### src/sv/modbus_rtu_request_framer_macros.svh
// ----------------------------------------------------------------------------
// Assertion macros for the Modbus RTU request framer
// Clocked concurrent assertions, compiled out when ASSERT_OFF is defined.
// ----------------------------------------------------------------------------
`ifndef MODBUS_RTU_REQUEST_FRAMER_MACROS_SVH
`define MODBUS_RTU_REQUEST_FRAMER_MACROS_SVH

`ifndef ASSERT_OFF
// checked only out of reset
`define MRF_ASSERT(lbl, prop, msg) \
  lbl: assert property (@(posedge clk) disable iff (!rst_n) prop) else $error(msg);
// checked during reset as well
`define MRF_ASSERT_ALWAYS(lbl, prop, msg) \
  lbl: assert property (@(posedge clk) prop) else $error(msg);
`else
`define MRF_ASSERT(lbl, prop, msg)
`define MRF_ASSERT_ALWAYS(lbl, prop, msg)
`endif

`endif

### src/sv/mrf_pkg.sv
// ----------------------------------------------------------------------------
// mrf_pkg
// Shared codes, constants and types of the Modbus RTU request framer.
// ----------------------------------------------------------------------------
`timescale 1ns / 1ps
`default_nettype none

package mrf_pkg;

  // request operations
  localparam logic [1:0] OP_READ_HOLDING = 2'd0;
  localparam logic [1:0] OP_WRITE_SINGLE = 2'd1;
  localparam logic [1:0] OP_WRITE_MULTI  = 2'd2;

  // configuration register indexes
  localparam logic [1:0] CFG_MIN_SLAVE   = 2'd0;
  localparam logic [1:0] CFG_MAX_SLAVE   = 2'd1;
  localparam logic [1:0] CFG_READ_LIMIT  = 2'd2;
  localparam logic [1:0] CFG_WRITE_LIMIT = 2'd3;

  localparam logic [7:0] MIN_SLAVE_RESET   = 8'd1;
  localparam logic [7:0] MAX_SLAVE_RESET   = 8'd247;
  localparam logic [6:0] READ_LIMIT_RESET  = 7'd125;
  localparam logic [6:0] WRITE_LIMIT_RESET = 7'd123;

  // function codes on the wire
  localparam logic [7:0] FC_READ_HOLDING = 8'd3;
  localparam logic [7:0] FC_WRITE_SINGLE = 8'd6;
  localparam logic [7:0] FC_WRITE_MULTI  = 8'd16;

  localparam logic [15:0] CRC_INIT = 16'hFFFF;
  localparam logic [15:0] CRC_POLY = 16'hA001;

  // job kinds handed from front to back
  localparam logic [2:0] KIND_ERROR  = 3'd0;
  localparam logic [2:0] KIND_READ   = 3'd1;
  localparam logic [2:0] KIND_SINGLE = 3'd2;
  localparam logic [2:0] KIND_MULTI  = 3'd3;
  localparam logic [2:0] KIND_WORD   = 3'd4;

  typedef struct packed {
    logic [2:0]  kind;
    logic        last;      // append CRC after the data bytes
    logic [7:0]  slave;
    logic [15:0] reg_addr;
    logic [15:0] qty;
    logic [15:0] data;
  } job_t;

  typedef struct packed {
    logic [7:0] data;
    logic       frame_end;
    logic       request_error;
  } out_item_t;

endpackage

`default_nettype wire

### src/sv/modbus_rtu_request_framer.sv
// ----------------------------------------------------------------------------
// modbus_rtu_request_framer
// Frames Modbus RTU requests (functions 3, 6, 16) as a byte stream with a
// CRC-16 appended high byte first.
// ----------------------------------------------------------------------------
//  channel  | handshake          | payload
//  ---------+--------------------+---------------------------------------------
//  input    | in_push / in_full  | operation, slave, register, count, data word
//  result   | out_pop / out_empty| out_byte, frame_end, request_error
//  config   | cfg_we             | cfg_index, cfg_wdata
//
//  Each item yields 1 to 11 result bytes, sent at one byte a cycle by the
//  serialiser unless stalled; a write-multiple header with one word yields
//  11, a read or write-single 8, a rejected request 1. A two-entry job queue
//  lets the front take items while the serialiser works. A stall on out_pop
//  backs up the output queue, then the job queue, then raises in_full. Reset
//  clears the queues and the open run and restores the register defaults.
// ----------------------------------------------------------------------------
`timescale 1ns / 1ps
`default_nettype none
`include "modbus_rtu_request_framer_macros.svh"

module modbus_rtu_request_framer (
  input  wire logic        clk,
  input  wire logic        rst_n,
  input  wire logic        cfg_we,
  input  wire logic [1:0]  cfg_index,
  input  wire logic [7:0]  cfg_wdata,
  input  wire logic        in_push,
  output logic             in_full,
  input  wire logic [1:0]  in_operation,
  input  wire logic [7:0]  in_slave_address,
  input  wire logic [15:0] in_register_address,
  input  wire logic [15:0] in_word_count,
  input  wire logic [15:0] in_data_word,
  output logic             out_empty,
  input  wire logic        out_pop,
  output logic [7:0]       out_byte,
  output logic             out_frame_end,
  output logic             out_request_error
);
  import mrf_pkg::*;

  job_t front_job, head_job;
  logic job_push, job_pop, job_valid, jq_full;

  assign in_full  = jq_full;
  assign job_push = in_push && !jq_full;

  mrf_front u_front (
    .clk                 (clk),
    .rst_n               (rst_n),
    .cfg_we              (cfg_we),
    .cfg_index           (cfg_index),
    .cfg_wdata           (cfg_wdata),
    .accept              (job_push),
    .in_operation        (in_operation),
    .in_slave_address    (in_slave_address),
    .in_register_address (in_register_address),
    .in_word_count       (in_word_count),
    .in_data_word        (in_data_word),
    .job                 (front_job)
  );

  mrf_job_queue u_job_queue (
    .clk      (clk),
    .rst_n    (rst_n),
    .push     (job_push),
    .push_job (front_job),
    .pop      (job_pop),
    .valid    (job_valid),
    .full     (jq_full),
    .head     (head_job)
  );

  mrf_back u_back (
    .clk               (clk),
    .rst_n             (rst_n),
    .job_valid         (job_valid),
    .job               (head_job),
    .job_pop           (job_pop),
    .out_pop           (out_pop),
    .out_empty         (out_empty),
    .out_byte          (out_byte),
    .out_frame_end     (out_frame_end),
    .out_request_error (out_request_error)
  );

  `MRF_ASSERT_ALWAYS(a_empty_after_reset, !rst_n |=> out_empty, "results present after reset")
  `MRF_ASSERT(a_pop_needs_job, job_pop |-> job_valid, "job retired from an empty queue")
  `MRF_ASSERT(a_push_keeps_job, (job_push && !job_pop) |=> job_valid, "queued job lost")
  `MRF_ASSERT(a_error_ends_frame,
    (!out_empty && out_request_error) |-> (out_frame_end && out_byte == 8'd0),
    "error result without frame end or with nonzero byte")

endmodule

`default_nettype wire

### src/sv/mrf_front.sv
// ----------------------------------------------------------------------------
// mrf_front
// Holds configuration, validates requests, tracks open write-multiple runs
// and turns each accepted item into a job for the serialiser.
// ----------------------------------------------------------------------------
`timescale 1ns / 1ps
`default_nettype none

module mrf_front (
  input  wire logic              clk,
  input  wire logic              rst_n,
  input  wire logic              cfg_we,
  input  wire logic [1:0]        cfg_index,
  input  wire logic [7:0]        cfg_wdata,
  input  wire logic              accept,
  input  wire logic [1:0]        in_operation,
  input  wire logic [7:0]        in_slave_address,
  input  wire logic [15:0]       in_register_address,
  input  wire logic [15:0]       in_word_count,
  input  wire logic [15:0]       in_data_word,
  output mrf_pkg::job_t          job
);
  import mrf_pkg::*;

  logic [7:0]  min_slave_r, max_slave_r;
  logic [6:0]  read_limit_r, write_limit_r;
  logic [6:0]  words_left_r, words_left_nxt;

  logic        slave_ok, qty_nz, read_qty_ok, write_qty_ok, span_ok;
  logic [16:0] span_end;

  always_ff @(posedge clk) begin
    if (!rst_n) begin
      min_slave_r   <= MIN_SLAVE_RESET;
      max_slave_r   <= MAX_SLAVE_RESET;
      read_limit_r  <= READ_LIMIT_RESET;
      write_limit_r <= WRITE_LIMIT_RESET;
    end else if (cfg_we) begin
      unique case (cfg_index)
        CFG_MIN_SLAVE:   min_slave_r   <= cfg_wdata;
        CFG_MAX_SLAVE:   max_slave_r   <= cfg_wdata;
        CFG_READ_LIMIT:  read_limit_r  <= cfg_wdata[6:0];
        CFG_WRITE_LIMIT: write_limit_r <= cfg_wdata[6:0];
      endcase
    end
  end

  always_comb begin
    slave_ok     = (in_slave_address >= min_slave_r) && (in_slave_address <= max_slave_r);
    qty_nz       = (in_word_count != 16'd0);
    read_qty_ok  = qty_nz && (in_word_count <= {9'd0, read_limit_r});
    write_qty_ok = qty_nz && (in_word_count <= {9'd0, write_limit_r});
    // last register of the span must not pass the top of the map
    span_end     = {1'b0, in_register_address} + {1'b0, in_word_count} - 17'd1;
    span_ok      = !span_end[16];

    job.slave    = in_slave_address;
    job.reg_addr = in_register_address;
    job.qty      = in_word_count;
    job.data     = in_data_word;
    job.kind     = KIND_ERROR;
    job.last     = 1'b1;
    words_left_nxt = words_left_r;

    if (words_left_r != 7'd0) begin
      job.kind       = KIND_WORD;
      job.last       = (words_left_r == 7'd1);
      words_left_nxt = words_left_r - 7'd1;
    end else begin
      unique case (in_operation)
        OP_READ_HOLDING: begin
          if (slave_ok && read_qty_ok && span_ok) job.kind = KIND_READ;
        end
        OP_WRITE_SINGLE: begin
          if (slave_ok) job.kind = KIND_SINGLE;
        end
        OP_WRITE_MULTI: begin
          if (slave_ok && write_qty_ok && span_ok) begin
            job.kind = KIND_MULTI;
            job.last = (in_word_count == 16'd1);
            // quantity is at most the 7-bit limit here
            words_left_nxt = in_word_count[6:0] - 7'd1;
          end
        end
        default: job.kind = KIND_ERROR;
      endcase
    end
  end

  always_ff @(posedge clk) begin
    if (!rst_n) begin
      words_left_r <= 7'd0;
    end else if (accept) begin
      words_left_r <= words_left_nxt;
    end
  end

endmodule

`default_nettype wire

### src/sv/mrf_job_queue.sv
// ----------------------------------------------------------------------------
// mrf_job_queue
// Two-entry queue of jobs between the front and the serialiser.
// ----------------------------------------------------------------------------
`timescale 1ns / 1ps
`default_nettype none

module mrf_job_queue (
  input  wire logic              clk,
  input  wire logic              rst_n,
  input  wire logic              push,
  input  wire mrf_pkg::job_t     push_job,
  input  wire logic              pop,
  output logic                   valid,
  output logic                   full,
  output mrf_pkg::job_t          head
);
  import mrf_pkg::*;

  job_t       mem_r [2];
  logic       wr_ptr_r, rd_ptr_r;
  logic [1:0] count_r, count_nxt;

  always_comb begin
    valid     = (count_r != 2'd0);
    full      = (count_r == 2'd2);
    head      = mem_r[rd_ptr_r];
    count_nxt = count_r + {1'b0, push} - {1'b0, pop};
  end

  always_ff @(posedge clk) begin
    if (push) mem_r[wr_ptr_r] <= push_job;
  end

  always_ff @(posedge clk) begin
    if (!rst_n) begin
      wr_ptr_r <= 1'b0;
      rd_ptr_r <= 1'b0;
      count_r  <= 2'd0;
    end else begin
      if (push) wr_ptr_r <= ~wr_ptr_r;
      if (pop)  rd_ptr_r <= ~rd_ptr_r;
      count_r <= count_nxt;
    end
  end

endmodule

`default_nettype wire

### src/sv/mrf_back.sv
// ----------------------------------------------------------------------------
// mrf_back
// Serialises jobs into frame bytes, one a cycle while the output queue has
// room, keeps the running CRC and buffers results in a two-entry output queue.
// ----------------------------------------------------------------------------
`timescale 1ns / 1ps
`default_nettype none

module mrf_back (
  input  wire logic              clk,
  input  wire logic              rst_n,
  input  wire logic              job_valid,
  input  wire mrf_pkg::job_t     job,
  output logic                   job_pop,
  input  wire logic              out_pop,
  output logic                   out_empty,
  output logic [7:0]             out_byte,
  output logic                   out_frame_end,
  output logic                   out_request_error
);
  import mrf_pkg::*;

  function automatic logic [15:0] crc_update(input logic [15:0] c, input logic [7:0] b);
    logic [15:0] v;
    v = c ^ {8'd0, b};
    for (int k = 0; k < 8; k++) begin
      if (v[0]) v = (v >> 1) ^ CRC_POLY;
      else      v = v >> 1;
    end
    return v;
  endfunction

  logic [3:0]  step_r, step_nxt;
  logic [15:0] crc_r, crc_nxt, crc_base;
  logic [3:0]  n_data, last_step;
  logic        has_crc, is_crc_hi, is_crc_lo, is_err, emit;
  logic [7:0]  data_byte, fc;
  out_item_t   item;

  out_item_t   oq_r [2];
  logic        oq_wr_r, oq_rd_r, oq_full, oq_pop;
  logic [1:0]  oq_count_r;

  always_comb begin
    is_err = (job.kind == KIND_ERROR);
    unique case (job.kind)
      KIND_READ, KIND_SINGLE: n_data = 4'd6;
      KIND_MULTI:             n_data = 4'd9;
      KIND_WORD:              n_data = 4'd2;
      default:                n_data = 4'd1;
    endcase
    has_crc   = !is_err && job.last;
    last_step = has_crc ? n_data + 4'd1 : n_data - 4'd1;
    is_crc_hi = has_crc && (step_r == n_data);
    is_crc_lo = has_crc && (step_r == n_data + 4'd1);

    unique case (job.kind)
      KIND_READ:   fc = FC_READ_HOLDING;
      KIND_SINGLE: fc = FC_WRITE_SINGLE;
      default:     fc = FC_WRITE_MULTI;
    endcase

    if (job.kind == KIND_WORD) begin
      data_byte = step_r[0] ? job.data[7:0] : job.data[15:8];
    end else begin
      unique case (step_r)
        4'd0:    data_byte = job.slave;
        4'd1:    data_byte = fc;
        4'd2:    data_byte = job.reg_addr[15:8];
        4'd3:    data_byte = job.reg_addr[7:0];
        4'd4:    data_byte = (job.kind == KIND_SINGLE) ? job.data[15:8] : job.qty[15:8];
        4'd5:    data_byte = (job.kind == KIND_SINGLE) ? job.data[7:0] : job.qty[7:0];
        4'd6:    data_byte = {job.qty[6:0], 1'b0};
        4'd7:    data_byte = job.data[15:8];
        4'd8:    data_byte = job.data[7:0];
        default: data_byte = 8'd0;
      endcase
    end

    priority if (is_crc_hi) item.data = crc_r[15:8];
    else if (is_crc_lo)     item.data = crc_r[7:0];
    else if (is_err)        item.data = 8'd0;
    else                    item.data = data_byte;
    item.frame_end     = is_crc_lo || is_err;
    item.request_error = is_err;

    emit    = job_valid && !oq_full;
    job_pop = emit && (step_r == last_step);

    // a request header always opens a fresh CRC
    crc_base = (step_r == 4'd0 && job.kind != KIND_WORD) ? CRC_INIT : crc_r;
    crc_nxt  = crc_r;
    if (emit) begin
      if (is_crc_lo)                    crc_nxt = CRC_INIT;
      else if (!is_crc_hi && !is_err)   crc_nxt = crc_update(crc_base, item.data);
    end

    step_nxt = step_r;
    if (emit) step_nxt = (step_r == last_step) ? 4'd0 : step_r + 4'd1;
  end

  always_ff @(posedge clk) begin
    if (!rst_n) begin
      step_r <= 4'd0;
      crc_r  <= CRC_INIT;
    end else begin
      step_r <= step_nxt;
      crc_r  <= crc_nxt;
    end
  end

  // output queue
  always_comb begin
    oq_full           = (oq_count_r == 2'd2);
    out_empty         = (oq_count_r == 2'd0);
    oq_pop            = out_pop && !out_empty;
    out_byte          = oq_r[oq_rd_r].data;
    out_frame_end     = oq_r[oq_rd_r].frame_end;
    out_request_error = oq_r[oq_rd_r].request_error;
  end

  always_ff @(posedge clk) begin
    if (emit) oq_r[oq_wr_r] <= item;
  end

  always_ff @(posedge clk) begin
    if (!rst_n) begin
      oq_wr_r    <= 1'b0;
      oq_rd_r    <= 1'b0;
      oq_count_r <= 2'd0;
    end else begin
      if (emit)   oq_wr_r <= ~oq_wr_r;
      if (oq_pop) oq_rd_r <= ~oq_rd_r;
      oq_count_r <= oq_count_r + {1'b0, emit} - {1'b0, oq_pop};
    end
  end

endmodule

`default_nettype wire

### config.mk
export PLATFORM = sky130hd
export DESIGN_NAME = modbus_rtu_request_framer
export DESIGN_NICKNAME = d
export VERILOG_FILES = /design/src/sv/mrf_pkg.sv /design/src/sv/modbus_rtu_request_framer.sv /design/src/sv/mrf_front.sv /design/src/sv/mrf_job_queue.sv /design/src/sv/mrf_back.sv
export VERILOG_INCLUDE_DIRS = /design/src /design/src/sv
export SDC_FILE = /design/constraint.sdc
export NUM_CORES = 1
export LEC_CHECK = 0
export BUFFER_PORTS_ARGS = -buffer_cell sky130_fd_sc_hd__buf_2
export CORE_MARGIN = 2
export CORE_UTILIZATION = 55
export DETAILED_ROUTE_END_ITERATION = 8
export PLACE_DENSITY = 0.77
export SYNTH_ARGS = -nofsm -noshare
export SYNTH_HDL_FRONTEND = slang
export SYNTH_SLANG_ARGS = --single-unit
### constraint.sdc
create_clock -name clk -period 4.7 [get_ports clk]
set_input_delay 0.94 -clock clk [delete_from_list [all_inputs] [get_ports clk]]
set_output_delay 0.94 -clock clk [all_outputs]
set_load 0.05 [all_outputs]
==> reports/summary.txt, run 1 <==
Number of synthesized flops with an enable pin = 140
Overall Power = 7.48 mW
Dpl ws = -0.0129 ns
Hold WC Path Type = reg -> reg
Async set-reset flop share out of synthesis = 0%
Global route hottest layer = met2
Prevailing post-synth register cell = edfxtp_1
Quantity of I/O buffers inserted on ports = 84
Seq/Total Area, Yosys = 49.2%
Netlist Area Pre-Place = 11,300 sq um
VDD IR max = 0.491 mV
GRT overflow = 0
Fin worst setup slack = 0.188 ns
Worst Clk Skew = 0.00540 ns
Final wirelength = 27,000 um
Starting Density = 55.9%
Vias = 8,493
Status = complete, no violations
Worst path required time = 5.09 ns
Area of the multi-input gates = 5160 sq um
Crit-path cells = mux2i_4, xnor2_2, nor2_4, nor2_4, clkinv_2, ha_1, xor2_1, nand2b_1, a31oi_1, nand4_1, or2_4, buf_4, a2111oi_2, a221o_2, xor3_2, xor2_1, or4_1, o311a_1
Row Count = 52
Via density = 5.83
Max cap viols = 0
Num CTS Buffers = 23
Ant. Diodes = 0
Max-slew violation count = 0
Worst Reg-to-Reg Cells = 18
Worst-Margin Slew = 0.876 ns
Clock Tree Root = clkbuf_16
Syn avg cell area = 10.6 sq um
GPL Wtd Cong = 0.996
DRT Pass-1 Iters = 5
Die W = 147 um
Final worst-path cycle share = 96.0%
Worst-Skew Late Latency = 0.50 ns
FF-to-FF setup slack = 0.19 ns
Worst relative slew slack = 41.4%
Global Route Usage Sum = 24.8%
FF-to-FF End = u_back.crc_r[14]
Final Critical Period = 4.51 ns
Cell variety after synth = 77
Register area = 5550 sq um
Global-route wire length before repair = 42,700 um
Vias in the first global route = 8,123
WS Path Type = reg -> reg
Static Leak = 5.23 nW
Final setup TNS = 0 ns
Most frequent cells in the layout = edfxtp_1, inv_1, nand2_1
WP data arrival = 4.91 ns
FMAX = 222 MHz
Layout area overhead = 14.6%
Critical path endpoint = u_back.crc_r[14]
DRC Markers = 0
Crit start category = flip-flop
Post-synthesis net count = 1,215
Clk pin slew, worst setup/hold paths = 0.06 ns
Layout Nets = 1,318
H-Tree Depth = 1
Inst Count DP = 1,412
Commonest non-fill, non-tap cell in the layout = edfxtp_1
Die ar. = 21,700 sq um
Synth Instances = 1,068
Core footprint = 20,200 sq um
DR WL/cell = 18.5 um
Die Y = 147 um
Share of cells above drive strength 1 = 17.5%
Yosys Warn Count = 0
IO Pins = 85
M3 GR Usage = 4.69%
CTS tree = yes
DP HPWL = 19,800 um
Non-Filler Instances = 1,457
Hold Fails Final Rpt = 0
CP max stage delay = 0.48 ns
Crit-path slowest cell = or4_1
Iteration-0 DRC Markers = 816
CP Capture Type = flip-flop
Final setup viols = 0
Initial antenna violation count = 1
M1 GR Usage = 33.2%
Hold_buf cts = 0
P per Cell Area = 579 nW/um^2
FF+latch count, synth = 207
Met2 Usage GRT = 40.7%
Layout fillers = 1,587
Number of routed nets with antenna violations = 0
Clock Path Buffers = 3
Largest fanout on the critical path = 10
Largest net degree at the start of global routing = 48
Clk sink count = 207
==> kinds of logic (layout without fill, tap and decap cells) <==
| group | after synthesis | after routing | synth area share, % |
|---|---|---|---|
| compound gates | 209 | 209 | 12.2 |
| xor+xnor | 40 | 40 | 3.51 |
| fa+ha+maj | 74 | 74 | 8.21 |
| buf+inv | 154 | 273 | 5.42 |
| flops | 207 | 207 | 49.2 |
| mux | 86 | 86 | 8.54 |
| simple gates | 298 | 298 | 12.9 |
==> sequential cells by signal, summed over array words and instances (netlist names), 2 cells and up, named ones only <==
signal / flops
u_job_queue.count_r: 2
u_job_queue.mem_r: 120
u_back.step_r: 4
u_front.write_limit_r: 7
u_front.words_left_r: 7
u_front.max_slave_r: 8
u_back.crc_r: 16
u_front.read_limit_r: 7
u_front.min_slave_r: 8
u_back.oq_r: 20
u_back.oq_count_r: 2
==> cell type report <==
| class | instances | area share [%] |
|---|---|---|
| inverters | 110 | 3.21 |
| multi-input cells | 707 | 39.9 |
| flip-flops and latches | 207 | 43.0 |
| well taps | 270 | 2.62 |
| repair buffers | 122 | 5.49 |
| clock buffers | 28 | 4.76 |
| clock inverters | 13 | 1.02 |
==> critical path: cells and delay by family, from the launching register on <==
kind	cells	cell delay [ns]
DFF	1	0.41
muxes	1	0.30
and+or+nand+nor	6	1.39
AOI/OAI and AO/OA	4	0.84
xor gates and xnor gates	4	0.88
adders and majority gates	1	0.29
buffers and inverters	2	0.28
==> synth_stat cells (12+ instances only) <==
cell type  count  area [sq um]
a21oi_1       43           215
clkbuf_1      27           101
dfxtp_1       67          1340
edfxtp_1     140          4200
ha_1          74           926
inv_1        107           402
mux2_2        18           203
mux2i_1       61           611
nand2_1       89           334
nand3_1       21           105
nor2_1        77           289
nor2b_1       15          93.8
nor3_1        16          80.1
o211ai_1      19           143
o21ai_0       37           185
o22ai_1       32           200
xnor2_1       24           210
xor2_1        12           105
==> metrics by stage <==
| step | instance area [sq um] | hold slack (ns) | util (%) |
|---|---|---|---|
| final | 12900 | 0.464 | 64.0 |
| after global placement | 12100 | 0.445 | 60.0 |
| after floorplan | 11300 | 0.436 | - |
| after global routing | 12900 | 0.499 | 64.0 |
| after CTS | 12800 | 0.465 | 63.7 |
| after detailed placement | 12100 | 0.457 | 60.0 |
==> how the worst min path moves through the flow <==
| stage | cells after the start | end | slack (ns) | startpoint |
|---|---|---|---|---|
| 2_1_floorplan | 2 | u_front.max_slave_r[3] | 0.44 | u_front.max_slave_r[3] |
| 4_1_cts | 2 | u_front.read_limit_r[1] | 0.47 | u_front.read_limit_r[1] |
| 6_report | 2 | u_front.read_limit_r[1] | 0.46 | u_front.read_limit_r[1] |
| 5_1_grt | 2 | u_front.max_slave_r[3] | 0.50 | u_front.max_slave_r[3] |
| 3_5_place_dp | 2 | u_front.read_limit_r[1] | 0.46 | u_front.read_limit_r[1] |
| 3_3_place_gp | 2 | u_front.max_slave_r[3] | 0.44 | u_front.max_slave_r[3] |
==> repair_timing <==
action,in CTS,in global routing
pin swaps,0,1
gates resized for setup,1,9
setup buffers,0,4
endpoints found under the setup margin,1,3
==> routing by layer <==
layer  routed length, um  vias up  share of wire, %
li1                    -     4056                 -
met4                1010        2               3.7
met1               11500     4042                43
met3                1720       74               6.4
met2               12700      319                47
met5                  13        -             0.048
==> where the power goes <==
group          switching (mW)  leakage, nW  internal (mW)  total [mW]
Sequential              0.139         1.86           2.33        2.47
Clock                   0.707        0.355           1.04        1.75
Combinational            1.91         3.01           1.36        3.26
Power figures use the tool's default switching activity.
==> run 2: changes to the inputs <==
--- a/config.mk
+++ b/config.mk
@@ -8,9 +8,9 @@
 export LEC_CHECK = 0
 export BUFFER_PORTS_ARGS = -buffer_cell sky130_fd_sc_hd__buf_2
 export CORE_MARGIN = 2
-export CORE_UTILIZATION = 55
+export CORE_UTILIZATION = 25
 export DETAILED_ROUTE_END_ITERATION = 8
-export PLACE_DENSITY = 0.77
 export SYNTH_ARGS = -nofsm -noshare
 export SYNTH_HDL_FRONTEND = slang
+export SYNTH_HIERARCHICAL = 1
 export SYNTH_SLANG_ARGS = --single-unit
==> reports/summary.txt, run 2 <==
Worst path required time = 5.11 ns
CP Capture Type = flip-flop
Final wirelength = 30,700 um
WP data arrival = 4.81 ns
WS Path Type = reg -> reg
Fin worst setup slack = 0.293 ns
Clk pin slew, worst setup/hold paths = 0.06 ns
Post-synthesis compound-gate area fraction = 11.7%
Die Y = 226 um
Reg with most FFs = u_job_queue/mem_r
Starting Density = 25.3%
Static Leak = 5.45 nW
Largest fanout on the critical path = 14
Crit start category = flip-flop
Final setup viols = 0
Global Route Usage Sum = 11.8%
Overall Power = 8.97 mW
Final Critical Period = 4.41 ns
Number of routed nets with antenna violations = 0
Mux share of post-synthesis cell area = 11.1%
Top Layer Used = met4
Layout area overhead = 12.1%
Design Area, Final = 13,800 sq um
Vias = 8,289
Seq/Total Area, Yosys = 45.0%
Clk sink count = 207
Worst-Skew Late Latency = 0.52 ns
Synth Instances = 1,130
Syn avg cell area = 10.9 sq um
Post-CTS setup buffer count = 0
DR WL/cell = 16.7 um
Synthesized-area fraction occupied by adder cells = 7.52%
Cell area after placement = 13,000 sq um
Number of synthesized flops with an enable pin = 140
Netlist Area Pre-Place = 12,300 sq um
Post-cts resize count = 0
Most frequent cells in the layout = edfxtp_1, inv_1, nand2_1
Core footprint = 48,700 sq um
Commonest non-fill, non-tap cell in the layout = edfxtp_1
Hold depth = 2
Post-synth top cells = edfxtp_1, inv_1, nand2_1
Initial antenna violation count = 0
RSZ-0062 raised after global routing = false
Die W = 226 um
Share of cells above drive strength 1 = 21.1%
Ant. Diodes = 0
CTS tree = yes
Post-synthesis net count = 1,277
Worst relative slew slack = 24.5%
XOR/XNOR Fraction of Synth Area = 3.83%
Hold_buf cts = 0
DP HPWL = 23,000 um
Hold WC Path Type = reg -> reg
DRC Markers = 0
Largest net degree at the start of global routing = 45
DRT Pass-1 Iters = 5
Max cap viols = 0
Non-Filler Instances = 1,836
Met2 wire len = 14,900 um
Global-route wire length before repair = 46,700 um
Worst Clk Skew = 0.0109 ns
Num CTS Buffers = 23
Post-synth top area cell = edfxtp_1
Met3 wire length = 1310 um
Yosys Warn Count = 6
VDD IR max = 0.608 mV
Final setup TNS = 0 ns
Clock Tree Root = clkbuf_16
Die ar. = 51,100 sq um
Count leader, synth = edfxtp_1
GRT overflow = 0
Layout Nets = 1,302
Share of the synthesized area in the top cell type = 34.1%
Async set-reset flop share out of synthesis = 0%
Status = complete, no violations
Inst Count DP = 1,794
Simple-Gate Fraction of Synth Area = 11.4%
FMAX = 227 MHz
Util after Layout = 28.3%
Largest family of logic cells by synthesized area = compound AO/OA/AOI/OAI gates
Hold Fails Final Rpt = 0
Biggest regs = u_job_queue/mem_r (120), u_back/oq_r (20), u_back/crc_r (16)
Cell variety after synth = 89
Final worst-path cycle share = 93.8%
Max reg flops = 120
IO Pins = 85
Dpl ws = 0.288 ns
Vias in the first global route = 8,050
Row Count = 81
Met1 wire length = 13,900 um
Fin Hold WS = 0.466 ns
Layout fillers = 5,082
GPL Wtd Cong = 0.852
FF+latch count, synth = 207
Worst-Margin Slew = 1.13 ns
Via density = 4.51
Iteration-0 DRC Markers = 490
Quantity of I/O buffers inserted on ports = 84
Clock Path Buffers = 3
P per Cell Area = 650 nW/um^2
Worst Reg-to-Reg Cells = 17
Synth top area cells = edfxtp_1, dfxtp_1, ha_1, mux2_4, buf_4
Prevailing post-synth register cell = edfxtp_1
Max-slew violation count = 0
H-Tree Depth = 1
-- run 2: changes by cell type in the layout (fill, tap and decap cells not counted), sizes merged, moves of 7 or more --
cell / previous run / this run
mux2: 18 / 80
mux2i: 63 / 24
nand3b: 11 / 1
xnor2: 26 / 37
nor2: 81 / 55
buf: 122 / 105
o22ai: 32 / 25
-- run 2: per-layer routing --
metal | vias to the layer above | track usage (%)
li1 | 4038 | -
met1 | 3977 | 15.6
met2 | 233 | 20.4
met3 | 41 | 1.59
met4 | 0 | 2.93
met5 | - | 0
-- run 2: final timing paths --
kind                                               start                       end  slack (ns)
worst min-delay path            u_front/write_limit_r[2]  u_front/write_limit_r[2]        0.47
worst max register to register                 flip-flop           u_back/crc_r[0]        0.29
worst min register to register  u_front/write_limit_r[2]  u_front/write_limit_r[2]        0.47
worst max-delay path                           flip-flop           u_back/crc_r[0]        0.29
-- run 2: final cells by class --
class	instances	area, sq um	share of cell area (%)
Sequential cell	207	5550	40.2
Clock inverter	14	154	1.11
Tap cell	664	831	6.02
Multi-Input combinational cell	704	5630	40.8
Timing Repair Buffer	105	603	4.37
Inverter	114	428	3.10
Clock buffer	28	614	4.45
-- run 2: power by group --
part	total, mW	internal, mW	switching (mW)
combinational	4.62	2.04	2.58
clock	1.83	1.10	0.732
sequential	2.52	2.36	0.155
-- run 2: kinds of logic after synthesis --
family | after synthesis
multiplexers | 104
buffers and inverters | 219
AO/OA/AOI/OAI | 200
AND/OR/NAND/NOR | 278
flip-flops | 207
XOR/XNOR | 48
adder cells (fa/ha/maj) | 74
-- run 2: critical path, cell delays in order (launching register included) --
cell and delay, ns:
dfxtp_4 0.38, mux2_4 0.37, or3b_1 0.40, buf_4 0.20, o21ai_0 0.11, ha_1 0.29
xnor2_1 0.19, nand2_1 0.09, a211oi_2 0.42, buf_4 0.26, nor4_1 0.08, o22ai_2 0.27
xor2_1 0.27, xnor2_2 0.16, xnor2_2 0.16, xnor3_2 0.39, xnor2_1 0.16, a21oi_1 0.08
==> run 3: changes to the inputs <==
--- a/config.mk
+++ b/config.mk
@@ -9,6 +9,7 @@
 export BUFFER_PORTS_ARGS = -buffer_cell sky130_fd_sc_hd__buf_2
 export CORE_MARGIN = 2
 export CORE_UTILIZATION = 25
+export CTS_BUF_LIST = sky130_fd_sc_hd__clkbuf_2 sky130_fd_sc_hd__clkbuf_4 sky130_fd_sc_hd__clkbuf_8
 export DETAILED_ROUTE_END_ITERATION = 8
 export SYNTH_ARGS = -nofsm -noshare
 export SYNTH_HDL_FRONTEND = slang
==> reports/summary.txt, run 3 (same netlist as run 2, synthesis figures left out) <==
Biggest regs = u_job_queue/mem_r (120), u_back/oq_r (20), u_back/crc_r (16)
RSZ-0062 raised after global routing = false
Worst Reg-to-Reg Cells = 17
Clock Tree Root = clkbuf_8
Initial antenna violation count = 1
CP Depth = 17
Hold WC Path Type = reg -> reg
Crit-path slowest cell = a211oi_2
Hold_buf cts = 0
Crit start category = flip-flop
CP max stage delay = 0.41 ns
Static Leak = 5.51 nW
Core footprint = 48,700 sq um
Largest delay share family, worst path = XOR/XNOR gates
Num CTS Buffers = 37
Fin Hold WS = 0.466 ns
Die ar. = 51,100 sq um
DRC Markers = 0
IO Pins = 85
Vias = 8,405
Util after Layout = 28.4%
Share of cells above drive strength 1 = 22.9%
Global Route Usage Sum = 12.1%
Fin worst setup slack = 0.297 ns
H-Tree Depth = 2
Post-CTS setup buffer count = 0
M1 GR Usage = 15.7%
Die W = 226 um
Non-Filler Instances = 1,863
Status = complete, no violations
DRT Pass-1 Iters = 5
Layout fillers = 5,113
Max reg flops = 120
DP HPWL = 23,000 um
VDD IR max = 0.640 mV
Post-cts resize count = 0
Overall Power = 9.01 mW
Final setup TNS = 0 ns
Final worst-path cycle share = 93.7%
Worst-Margin Slew = 1.12 ns
Via density = 4.51
Largest net degree at the start of global routing = 45
CP Capture Type = flip-flop
Global route hottest layer = met2
Max-slew violation count = 0
Cell area after placement = 13,000 sq um
Starting Density = 25.3%
Crit-path cells = mux2_4, or3b_1, buf_4, o21ai_0, ha_1, xnor2_1, nand2_1, a211oi_2, buf_4, nor4_1, o22ai_2, xor2_1, xnor2_2, xnor2_2, xnor3_2, xnor2_1, a21oi_1
Most frequent cells in the layout = edfxtp_1, inv_1, nand2_1
FF-to-FF setup slack = 0.30 ns
P per Cell Area = 650 nW/um^2
Clk pin slew, worst setup/hold paths = 0.06 ns
Clk sink count = 207
Largest fanout on the critical path = 14
Commonest non-fill, non-tap cell in the layout = edfxtp_1
WS Path Type = reg -> reg
Row Count = 81
Max cap viols = 0
M3 GR Usage = 1.99%
Layout Nets = 1,316
Worst-Skew Late Latency = 0.56 ns
Hold Fails Final Rpt = 0
Clock Path Buffers = 3
Worst path required time = 5.14 ns
Global-route wire length before repair = 47,600 um
WP buf/inv = 2
Final wirelength = 31,200 um
Die Y = 226 um
Layout area overhead = 12.5%
Vias in the first global route = 8,243
DR WL/cell = 16.8 um
Final setup viols = 0
GRT overflow = 0
WP data arrival = 4.84 ns
Number of routed nets with antenna violations = 0
CTS tree = yes
Register area = 5550 sq um
Area of the multi-input gates = 5630 sq um
FMAX = 227 MHz
Quantity of I/O buffers inserted on ports = 84
Iteration-0 DRC Markers = 488
Worst relative slew slack = 25.0%
Met2 Usage GRT = 20.5%
FF-to-FF End = u_back/crc_r[0]
Inst Count DP = 1,794
GPL Wtd Cong = 0.852
Design Area, Final = 13,900 sq um
Critical path endpoint = u_back/crc_r[0]
Dpl ws = 0.288 ns
Worst Clk Skew = 0.0317 ns
Final Critical Period = 4.40 ns
Reg with most FFs = u_job_queue/mem_r
==> run 3: tightest hold or removal path, stage by stage, from the launching register on <==
cell and delay (ns):
dfxtp_1 0.31, nand2_1 0.05, a21boi_0 0.06
==> run 3: worst min-delay path by stage <==
stage | start | to | depth (start not counted)
2_1_floorplan | u_front/read_limit_r[0] | u_front/read_limit_r[0] | 2
5_1_grt | u_front/read_limit_r[1] | u_front/read_limit_r[1] | 2
3_3_place_gp | u_front/max_slave_r[3] | u_front/max_slave_r[3] | 2
4_1_cts | u_front/write_limit_r[2] | u_front/write_limit_r[2] | 2
6_report | u_front/write_limit_r[2] | u_front/write_limit_r[2] | 2
3_5_place_dp | u_front/write_limit_r[2] | u_front/write_limit_r[2] | 2
==> run 3: layer usage <==
layer,up-vias,share of wire (%)
li1,4072,-
met1,4051,45
met2,229,48
met3,53,4.7
met4,0,2.2
met5,-,0
==> run 3: final cells by class <==
cell class	count	area share (%)
clock inverter	20	1.52
sequential	207	40.0
tap	664	5.99
inverter	114	3.09
antenna	1	0.0181
multi-input combinational	704	40.6
timing repair buffer	105	4.35
clock buffer	48	4.41
==> run 3: where the power goes <==
group	internal, mW	switching (mW)
sequential	2.36	0.156
clock	1.08	0.790
combinational	2.04	2.58
total	5.48	3.53
